===== src/design/ptwe_pkg.sv =====
`timescale 1ns / 1ps
package ptwe_pkg;
  localparam int CounterBits = 16;
  localparam int PosBits = 40;
  localparam int HeadBits = 23;
  localparam int WbBits = 28;
  localparam int ResBits = 24;
  localparam int DiffBits = 41;
  localparam int SqBits = 84;
  localparam int RootBits = 42;
  localparam int TravBits = 44;
  localparam logic signed [24:0] PiQ = 25'sd3294199;
  localparam logic signed [24:0] TwoPiQ = 25'sd6588398;
  localparam logic [WbBits-1:0] WheelBaseReset = 28'd4362076;
  localparam logic [ResBits-1:0] ResolutionReset = 24'd168;
  localparam logic RegWheelBase = 1'b0;
  localparam logic RegResolution = 1'b1;

  typedef struct packed {
    logic [DiffBits-1:0] dx;
    logic [DiffBits-1:0] dy;
    logic signed [24:0] dth;
    logic back;
  } work_t;

  typedef enum logic [3:0] {
    S_IDLE, S_SQX, S_SQY, S_ROOT, S_TERM, S_SUM, S_DIV_R, S_DIV_L, S_DONE
  } back_state_t;
endpackage


===== src/design/ptwe_front.sv =====
`timescale 1ns / 1ps
module ptwe_front (
  input  logic clk,
  input  logic rst,
  input  logic push,
  output logic full,
  input  logic signed [ptwe_pkg::PosBits-1:0] pos_x,
  input  logic signed [ptwe_pkg::PosBits-1:0] pos_y,
  input  logic signed [ptwe_pkg::HeadBits-1:0] heading,
  input  logic moving_backward,
  output logic q_valid,
  input  logic q_take,
  output ptwe_pkg::work_t q_item
);
  logic signed [ptwe_pkg::PosBits-1:0] px, py;
  logic signed [23:0] ph;
  logic signed [ptwe_pkg::DiffBits-1:0] sdx, sdy;
  logic signed [24:0] d0, dw;
  ptwe_pkg::work_t item;
  logic [1:0] cnt;
  ptwe_pkg::work_t slot [2];
  logic wr_ptr, rd_ptr;
  logic acc;

  assign full = cnt[1];
  assign acc = push && !full;
  assign q_valid = cnt != 2'd0;
  assign q_item = slot[rd_ptr];

  // classify: form differences and wrap heading change once
  always_comb begin
    sdx = {px[ptwe_pkg::PosBits-1], px} - {pos_x[ptwe_pkg::PosBits-1], pos_x};
    sdy = {py[ptwe_pkg::PosBits-1], py} - {pos_y[ptwe_pkg::PosBits-1], pos_y};
    d0 = {ph[23], ph} - 25'(heading);
    priority if (d0 > ptwe_pkg::PiQ) dw = d0 - ptwe_pkg::TwoPiQ;
    else if (d0 < -ptwe_pkg::PiQ) dw = d0 + ptwe_pkg::TwoPiQ;
    else dw = d0;
    item.dx = sdx[ptwe_pkg::DiffBits-1] ? -sdx : sdx;
    item.dy = sdy[ptwe_pkg::DiffBits-1] ? -sdy : sdy;
    item.dth = dw;
    item.back = moving_backward;
  end

  // hold previous pose and advance the two-entry queue
  always_ff @(posedge clk) begin
    if (rst) begin
      px <= '0; py <= '0; ph <= '0;
      cnt <= '0; wr_ptr <= 1'b0; rd_ptr <= 1'b0;
    end else begin
      if (acc) begin
        px <= pos_x; py <= pos_y; ph <= 24'(heading);
        wr_ptr <= ~wr_ptr;
      end
      if (q_take && q_valid) rd_ptr <= ~rd_ptr;
      cnt <= cnt + 2'(acc) - 2'(q_take && q_valid);
    end
  end

  always_ff @(posedge clk) begin
    if (acc) slot[wr_ptr] <= item;
  end

  assert property (@(posedge clk) disable iff (rst) cnt != 2'd3)
    else $error("queue overfilled");
  assert property (@(posedge clk) disable iff (rst) q_take |-> q_valid)
    else $error("take from empty queue");
  assert property (@(posedge clk) disable iff (rst)
      (acc && !(q_take && q_valid)) |=> cnt == $past(cnt) + 2'd1)
    else $error("fill count lost a transfer");
endmodule


===== config.mk =====
export PLATFORM = sky130hd
export DESIGN_NAME = ptwe_front
export DESIGN_NICKNAME = d
export VERILOG_FILES = /design/src/design/ptwe_pkg.sv /design/src/design/ptwe_front.sv
export SDC_FILE = /design/constraint.sdc
export NUM_CORES = 1
export LEC_CHECK = 0
export BUFFER_PORTS_ARGS = -buffer_cell sky130_fd_sc_hd__buf_2
export CELL_PAD_IN_SITES_DETAIL_PLACEMENT = 0
export CELL_PAD_IN_SITES_GLOBAL_PLACEMENT = 1
export CORE_ASPECT_RATIO = 1.25
export CORE_MARGIN = 2
export CORE_UTILIZATION = 42
export CTS_CLUSTER_SIZE = 12
export DETAILED_ROUTE_END_ITERATION = 7
export PLACE_DENSITY_LB_ADDON = 0.25
export SYNTH_ARGS = -nofsm -noshare
export SYNTH_HDL_FRONTEND = slang
export SYNTH_SLANG_ARGS = --single-unit

===== constraint.sdc =====
create_clock -name clk -period 7.1 [get_ports clk]
set_input_delay 1.42 -clock clk [delete_from_list [all_inputs] [get_ports clk]]
set_output_delay 1.42 -clock clk [all_outputs]
set_load 0.005 [all_outputs]

==> results.cfg, run 1 <==
[job]
drv_cap = 0

[detailed_routing]
wl_um = 55200
dr.pass1.iters = 5
via_count = 16900
wl_per_cell_um = 17.9
via_per_inst = 5.47
final_antenna_net_count = 0
drc = 0
drtIter0Drc = 925

[global_route]
grt_pass1_vias = 16800
grt_overflow = 0
grt_use_total = 0.213
grt_start_max_net_pins = 80
antenna_found_initial = 5
grt_first_pass_wirelength_um = 87800

[timing]
finalHoldViolCount = 0
fmax_mhz = 187
worst_pin_slew_ns = 1.26
grt_setup_unrepaired = false
clock_skew_ns = 0.0160
setup_tns_ns = 0
finalCritPeriodShare = 0.755
slew_viol_final = 0
fin_crit_ns = 5.36
finalSetupViolCount = 0
slew-limit-headroom = 0.160

[placement]
place_congestion = 0.899
dp_hpwl_um = 41200
dpl.cell_count = 3015
post_dp_cell_area_um2 = 22400
portBuffers = 217

[clocking]
cts_root_buf = clkbuf_16
clkSinkCount = 324
cts_made_buffers = 37
clk_path_buf_depth = 3
clk_pin_slew_ns = 0.06
ctsResizeCount = 0
cts_setup_buffers = 0
clk_latency_ns = 0.56
cts_tree = done
htree_levels = 2
hold_buffers = 0

[layout]
fin_nets = 2623
fin_util = 0.481
nFillCells = 4746
multiInputGateArea_um2 = 11300
mostFrequentLayoutCells = 324 x nand2_1, 242 x a21oi_1, 216 x buf_2, 216 x edfxtp_1, 142 x inv_1
syn2layout_area_growth_pct = 13.6
mostFrequentLayoutCell = nand2_1
seq_area_um2 = 8650
finalNonFillerCells = 3081
design_area_um2 = 23700
layout-drive-gt1-share = 0.181
diodes = 0

[synthesis]
netlist_instances = 2242
synth_seq_cells = 324
synth.distinct_cells = 95
synth_warnings = 0
synth_top_area_frac = 0.311
synth_nets = 2462
yosys.area.top_type = edfxtp_1
synth_flop_cell = edfxtp_1
syn_area_per_cell_um2 = 9.29
synth_edf_count = 216
ys_seq_area_frac = 0.415
syn_area_um2 = 20800
async_flop_share = 0
synth.top_cells.by_area = edfxtp_1 31%, dfxtp_1 10%, ha_1 6.5%

[power_and_ir_drop]
p_int_mw = 5.27
p_seq_frac = 0.354
leakage_nw = 9.53
p_per_area_nw_per_um2 = 345
vdd_drop_max_mv = 0.220
swShare = 0.354
p_comb_frac = 0.405
p_sw_mw = 2.89
clockPowerShare = 0.241

[worst_setup_path]
worst_ep_arrival_time_ns = 5.64
path_cells = buf_2, ha_1, inv_1, fa_1, a21o_1, a221o_1, a221oi_1, xnor2_1, nand3_1, o311ai_0, nand4_1, a31oi_1, a311oi_1, a31oi_1, xnor2_1
startpoint_type = input port
worst-setup-path-type = in2reg
end_kind = flop
critPathMaxStageDelay_ns = 0.96
critPathTopFamily = compound AO/OA/AOI/OAI gates
required_ns = 7.39
critPathSlowestCell = a31oi_1
crit_fanout = 12
worst-path-buf-inv = 2

[floorplanning]
core_um2 = 49200
die_area_um2 = 51400
die_w_um = 203
num_io_pins = 218
start_util = 0.424
fp-row-count = 91
die_y_um = 253

[worst_hold_path]
hold_path.class = reg2reg

[run_status]
status = finished clean
## cell families (layout without fill, tap and decap cells)
logic type,after synthesis,count (layout),synth area share
AOI/OAI and AO/OA,584,584,0.177
xor gates and xnor gates,197,197,0.0835
adders and majority gates,112,112,0.0683
buffers and inverters,247,435,0.0455
DFF,324,324,0.415
muxes,115,115,0.0619
and+or+nand+nor,663,663,0.149
## metrics by stage
step	worst slack [ns]	hold slack (ns)	power [mW]
global route	1.46	0.470	8.69
detailed placement	1.20	0.449	6.25
global placement	1.29	0.444	6.19
CTS	1.79	0.457	8.25
floorplan	1.72	0.436	5.18
finish	1.74	0.454	8.17
## worst min-delay path, delay by kind of cell, from the launching register on
family	cells	cell delay, ns
flip-flops	1	0.31
AND/OR/NAND/NOR	1	0.05
AO/OA/AOI/OAI	1	0.05
## cell type report
type | count | area share
Multi-Input combinational cell | 1671 | 0.476
Inverter | 144 | 0.0229
Tap cell | 651 | 0.0344
Clock buffer | 52 | 0.0432
Timing Repair Buffer | 225 | 0.0490
Sequential cell | 324 | 0.365
Clock inverter | 14 | 0.00882
## per-layer routing
layer  share of wire  wire [um]  GRT usage  vias to the layer above
met2            0.50      27300      0.381                      303
met1            0.44      24100      0.262                     8075
met4           0.026       1430     0.0659                       10
li1                -          -          -                     8372
met3           0.041       2250     0.0341                       90
met5          0.0013         69          0                        -
## flip-flops by register name (all words and copies together), names as in the netlist, named ones only
name    cells
ph         23
px         40
cnt         2
slot      216
rd_ptr      1
py         40
wr_ptr      1
## cell usage after synthesis, types with 9 or more instances
master    number
nand3_1       30
mux2_2       111
xor2_1        72
a211oi_1      16
and4_1         9
o21a_1        21
edfxtp_1     216
and3_1        17
o211ai_1      20
or2_2         14
or3_1         16
o31ai_1       16
o21ai_0       94
clkbuf_1      84
xnor2_1      123
a31oi_1       27
dfxtp_1      108
a21o_1        34
a21oi_1      242
nand2_1      324
buf_2         10
nand4_1       30
inv_1        142
nor2b_1       15
and2_1        16
nor2_1       108
nor3_1        26
o21bai_1       9
ha_1         109
nand2b_1      17
## power by group through the flow
stage	sequential (mW)	clock, mW	combinational (mW)
2_1_floorplan	2.85	0	2.33
3_3_place_gp	2.91	0	3.27
3_5_place_dp	2.93	0	3.32
4_1_cts	2.90	2.02	3.33
5_1_grt	2.94	2.09	3.66
6_report	2.89	1.96	3.31
## path summary, 6_finish.rpt
check	startpoint	end	slack, ns	cells after the start
max	heading[0]	slot[1][23]	1.74	15
min	py[0]	py[0]	0.45	2
max reg2reg	ph[0]	slot[1][23]	2.35	15
min reg2reg	py[0]	py[0]	0.45	2
No activity file was read; power rests on OpenSTA's default activity.
==> run 2: changes to the inputs <==
==> constraint.sdc (replaced) <==
create_clock -name clk -period 4.71 [get_ports clk]
set_input_delay 0.942 -clock clk [delete_from_list [all_inputs] [get_ports clk]]
set_output_delay 0.942 -clock clk [all_outputs]
set_load 0.005 [all_outputs]
==> run 2 against run 1 <==
  * Die area is the same
  * Combinational power grew 61%
  * Clock power grew 37%
  * Non-clock buffer count grew 113
==> results.cfg, run 2 (synthesis gave the netlist of run 1 again) <==
[run_status]
status = finished clean

[timing]
setup_tns_ns = 0
finalCritPeriodShare = 0.925
slew_viol_final = 0
fin_ws_ns = 0.353
finalSetupViolCount = 0
clock_skew_ns = 0.0203
grt_setup_unrepaired = false
fmax_mhz = 230
worst_pin_slew_ns = 1.06
finalHoldViolCount = 0
fin_crit_ns = 4.36
slew-limit-headroom = 0.296

[worst_setup_path]
rr_endpoint = slot[0][66]
end_kind = flop
startpoint_type = input port
r2r-start = py[0]
r2r_slack_ns = 0.52
critPathSlowestCell = a221oi_2
cp-startpoint = pos_y[4]
critPathMostFrequentCell = nand3_1
worst-setup-path-type = in2reg
worst_ep_arrival_time_ns = 4.65
required_ns = 5.00
path_cells = buf_2, inv_1, ha_1, a21o_1, a32o_2, a221oi_2, nand2_1, o2bb2ai_1, nand3_1, or3_1, nor2_1, nand3_1, buf_4, o41ai_1, xnor2_1
reg2regPathDepth = 16
crit_fanout = 6
critPathMaxStageDelay_ns = 0.50

[clocking]
cts_setup_buffers = 0
clk_latency_ns = 0.56
clk_pin_slew_ns = 0.06
cts_made_buffers = 36
cts_root_buf = clkbuf_16
hold_buffers = 0
cts_tree = done
clkSinkCount = 324
htree_levels = 2
ctsResizeCount = 0
clk_path_buf_depth = 3

[layout]
regMostFlops = slot
fin_nets = 2735
layout-drive-gt1-share = 0.216
finalNonFillerCells = 3191
mostFrequentLayoutCells = 324 x nand2_1, 242 x a21oi_1, 216 x buf_2, 216 x edfxtp_1, 142 x inv_1
diodes = 0
reg_top3 = slot: 216 flops, px: 40 flops, py: 40 flops
largest_reg_flops = 216
syn2layout_area_growth_pct = 17.2
mostFrequentLayoutCell = nand2_1

[detailed_routing]
drc = 0
via_per_inst = 5.40
drtIter0Drc = 865
via_count = 17200
wl_per_cell_um = 17.7
dr.pass1.iters = 5
final_antenna_net_count = 0
wl_um = 56300

[floorplanning]
fp-row-count = 91
num_io_pins = 218
core_um2 = 49200
die_y_um = 253
start_util = 0.424
die_area_um2 = 51400
die_w_um = 203

[power_and_ir_drop]
total_power_mw = 12.4
leakage_nw = 10.0
p_per_area_nw_per_um2 = 506
vdd_drop_max_mv = 0.317

[worst_hold_path]
min_from = ph[18]
holdPathStages = 2
min_to = ph[18]
hold_path.class = reg2reg

[global_route]
antenna_found_initial = 4
grt_use_total = 0.218
grt_start_max_net_pins = 84
grt_pass1_vias = 17400
grt_first_pass_wirelength_um = 90100
grt_overflow = 0

[placement]
place_congestion = 0.892
dp_hpwl_um = 42700
portBuffers = 217
dpl.cell_count = 3128
place_ws_ns = -0.218

[job]
drv_cap = 0
==> run 2: metal layers <==
layer | GRT usage | part of all wire | up-vias
li1 | - | - | 8594
met3 | 0.0341 | 0.041 | 108
met5 | 0 | 0.00073 | -
met1 | 0.261 | 0.42 | 8168
met2 | 0.392 | 0.50 | 370
met4 | 0.0836 | 0.037 | 6
==> run 2: worst max path at each step <==
| stage | to | slack [ns] | depth (start not counted) |
|---|---|---|---|
| 4_1_cts | slot[0][62] | 0.37 | 15 |
| 3_3_place_gp | slot[0][66] | -0.14 | 16 |
| 5_1_grt | slot[0][62] | 0.06 | 17 |
| 2_1_floorplan | slot[0][15] | 0.29 | 15 |
| 6_report | slot[0][62] | 0.35 | 15 |
| 3_5_place_dp | slot[0][62] | -0.22 | 15 |
==> run 2: worst max-delay path: cells and delay by family <==
kind / cells / cell delay, ns
compound gates: 5 / 1.74
xor+xnor: 1 / 0.13
fa+ha+maj: 1 / 0.37
buf+inv: 3 / 0.34
simple gates: 5 / 1.12
==> run 2: cell type report <==
cell class / instances / area (um^2)
clock buffer: 50 / 963
clock inverter: 13 / 138
fill: 4753 / 24800
inverter: 144 / 542
multi-input combinational: 1671 / 11300
sequential: 324 / 8650
tap: 651 / 815
timing repair buffer: 338 / 2030
==> run 2: report_power, final <==
group | total (mW) | leakage, nW | internal [mW] | switching, mW
registers | 4.36 | 2.91 | 4.10 | 0.263
clock network | 2.69 | 0.531 | 1.55 | 1.14
logic | 5.32 | 6.57 | 2.32 | 3.00
total | 12.4 | 10.0 | 7.97 | 4.40
==> run 2: per-stage QoR <==
stage / hold slack (ns) / utilization / instance area (um^2)
3_5_place_dp: 0.446 / 0.474 / 23300
2_1_floorplan: 0.436 / - / 20800
4_1_cts: 0.455 / 0.497 / 24400
6_report: 0.456 / 0.497 / 24400
5_1_grt: 0.471 / 0.497 / 24400
3_3_place_gp: 0.442 / 0.474 / 23300
==> run 3: changes to the inputs <==
--- a/config.mk
+++ b/config.mk
@@ -13,7 +13,7 @@
 export CORE_UTILIZATION = 42
 export CTS_CLUSTER_SIZE = 12
 export DETAILED_ROUTE_END_ITERATION = 7
-export PLACE_DENSITY_LB_ADDON = 0.25
+export PLACE_DENSITY_LB_ADDON = 0.1
 export SYNTH_ARGS = -nofsm -noshare
 export SYNTH_HDL_FRONTEND = slang
 export SYNTH_SLANG_ARGS = --single-unit
==> run 3 against run 2 <==
  * Critical path depth stayed put
  * Utilization is 0.28 points higher
  * Critical path type unchanged
  * Routed wire length hardly changed
  * Combinational power is 2% higher
  * Largest cell class unchanged
==> results.cfg, run 3 (synthesis gave the netlist of run 1 again) <==
[run_status]
status = finished clean

[timing]
finalHoldViolCount = 0
clock_skew_ns = 0.0280
fin_crit_ns = 4.22
finalSetupViolCount = 0
setup_tns_ns = 0
fmax_mhz = 237
grt_setup_unrepaired = false
slew_viol_final = 0
fin_ws_ns = 0.491
slew-limit-headroom = 0.394
worst_pin_slew_ns = 0.909
finalCritPeriodShare = 0.896

[power_and_ir_drop]
clockPowerShare = 0.216
p_sw_mw = 4.43
p_seq_frac = 0.349
p_per_area_nw_per_um2 = 505
swShare = 0.357
leakage_nw = 10.1
p_int_mw = 7.98
vdd_drop_max_mv = 0.409
p_comb_frac = 0.435

[clocking]
clk_path_buf_depth = 3
cts_tree = done
clk_pin_slew_ns = 0.06
cts_root_buf = clkbuf_16
cts_made_buffers = 36
ctsResizeCount = 0
hold_buffers = 0
clk_latency_ns = 0.56
htree_levels = 2
cts_setup_buffers = 0
clkSinkCount = 324

[global_route]
grt_overflow = 0
antenna_found_initial = 0
grt_first_pass_wirelength_um = 89300
grt_pass1_vias = 17100
grt_use_total = 0.217
grt_start_max_net_pins = 77

[worst_hold_path]
holdPathStages = 2
hold_path.class = reg2reg
min_to = ph[9]
min_from = ph[9]

[floorplanning]
die_y_um = 253
core_um2 = 49200
start_util = 0.424
die_area_um2 = 51400
die_w_um = 203
fp-row-count = 91
num_io_pins = 218

[detailed_routing]
via_per_inst = 5.33
final_antenna_net_count = 0
drtIter0Drc = 707
dr.pass1.iters = 5
drc = 0
wl_per_cell_um = 17.6
wl_um = 56300
via_count = 17100

[worst_setup_path]
end_kind = flop
rr_endpoint = slot[1][66]
worst-setup-path-type = in2reg
worst_ep_arrival_time_ns = 4.61
r2r_slack_ns = 0.64
required_ns = 5.10
r2r-start = py[0]
reg2regPathDepth = 15
crit_fanout = 5
startpoint_type = input port
cp-startpoint = pos_y[0]

[placement]
portBuffers = 217
post_dp_cell_area_um2 = 23500
place_congestion = 0.898
dp_hpwl_um = 43200
place_ws_ns = -0.0957

[layout]
regMostFlops = slot
nFillCells = 4742
mostFrequentLayoutCell = nand2_1
largest_reg_flops = 216
syn2layout_area_growth_pct = 17.9
reg_top3 = slot: 216 flops, px: 40 flops, py: 40 flops
design_area_um2 = 24600
seq_area_um2 = 8650
mostFrequentLayoutCells = 324 x nand2_1, 242 x a21oi_1, 216 x buf_2, 216 x edfxtp_1, 142 x inv_1
layout-drive-gt1-share = 0.220
fin_nets = 2750
multiInputGateArea_um2 = 11300
diodes = 0

[job]
drv_cap = 0
## run 3: cell types whose count changed in the layout (fill, tap and decap cells not counted)
cell        delta
buf_4         +12
buf_12         +3
clkbuf_1       +2
clkinvlp_4     -2
bufinv_16      -1
clkbuf_8       +1
clkinv_2       -1
clkinv_4       +1
inv_6          +1
## run 3: layer usage
| metal | share of wire | track usage | vias up |
|---|---|---|---|
| met5 | 0 | 0 | - |
| met4 | 0.024 | 0.0584 | 0 |
| met3 | 0.036 | 0.0305 | 79 |
| met2 | 0.50 | 0.392 | 284 |
| met1 | 0.44 | 0.269 | 8114 |
| li1 | - | - | 8628 |
## run 3: area by class of cell
class / count / share of cell area
Sequential cell: 324 / 0.352
Timing Repair Buffer: 353 / 0.0889
Tap cell: 651 / 0.0332
Inverter: 144 / 0.0221
Clock buffer: 53 / 0.0401
Multi-Input combinational cell: 1671 / 0.459
Clock inverter: 11 / 0.00428
## run 3: metrics by stage
step	util	total power, mW	hold slack [ns]	instances
6_report	0.499	12.4	0.456	3207
5_1_grt	0.499	13.2	0.472	3207
4_1_cts	0.499	12.6	0.461	3207
3_5_place_dp	0.477	9.83	0.453	3143
3_3_place_gp	0.477	9.73	0.443	3143
2_1_floorplan	-	7.79	0.436	2242
## run 3: power by group through the flow
stage | clock (mW) | sequential (mW) | combinational [mW]
final | 2.68 | 4.34 | 5.40
after global routing | 2.87 | 4.41 | 5.97
after CTS | 2.77 | 4.35 | 5.45
after detailed placement | 0 | 4.40 | 5.43
after global placement | 0 | 4.37 | 5.37
after floorplan | 0 | 4.29 | 3.51
## run 3: critical path, cell delays in order
cell and delay [ns]:
buf_2 0.11, ha_1 0.22, fa_1 0.41, nor2b_1 0.24, o21ai_1 0.21, a211oi_1 0.25, buf_4 0.15, o21ai_2 0.09
a21boi_0 0.27, xnor2_1 0.17, and3b_1 0.22, nand4_2 0.11, or4_4 0.57, or4_4 0.50, nor3_2 0.14
## run 3: worst max-delay path by stage
stage,cells after the start,slack (ns),to
6_report,15,0.49,slot[1][66]
3_3_place_gp,14,-0.05,slot[0][66]
2_1_floorplan,15,0.29,slot[0][15]
4_1_cts,14,0.49,slot[1][66]
5_1_grt,16,0.16,slot[1][37]
3_5_place_dp,15,-0.1,slot[1][66]
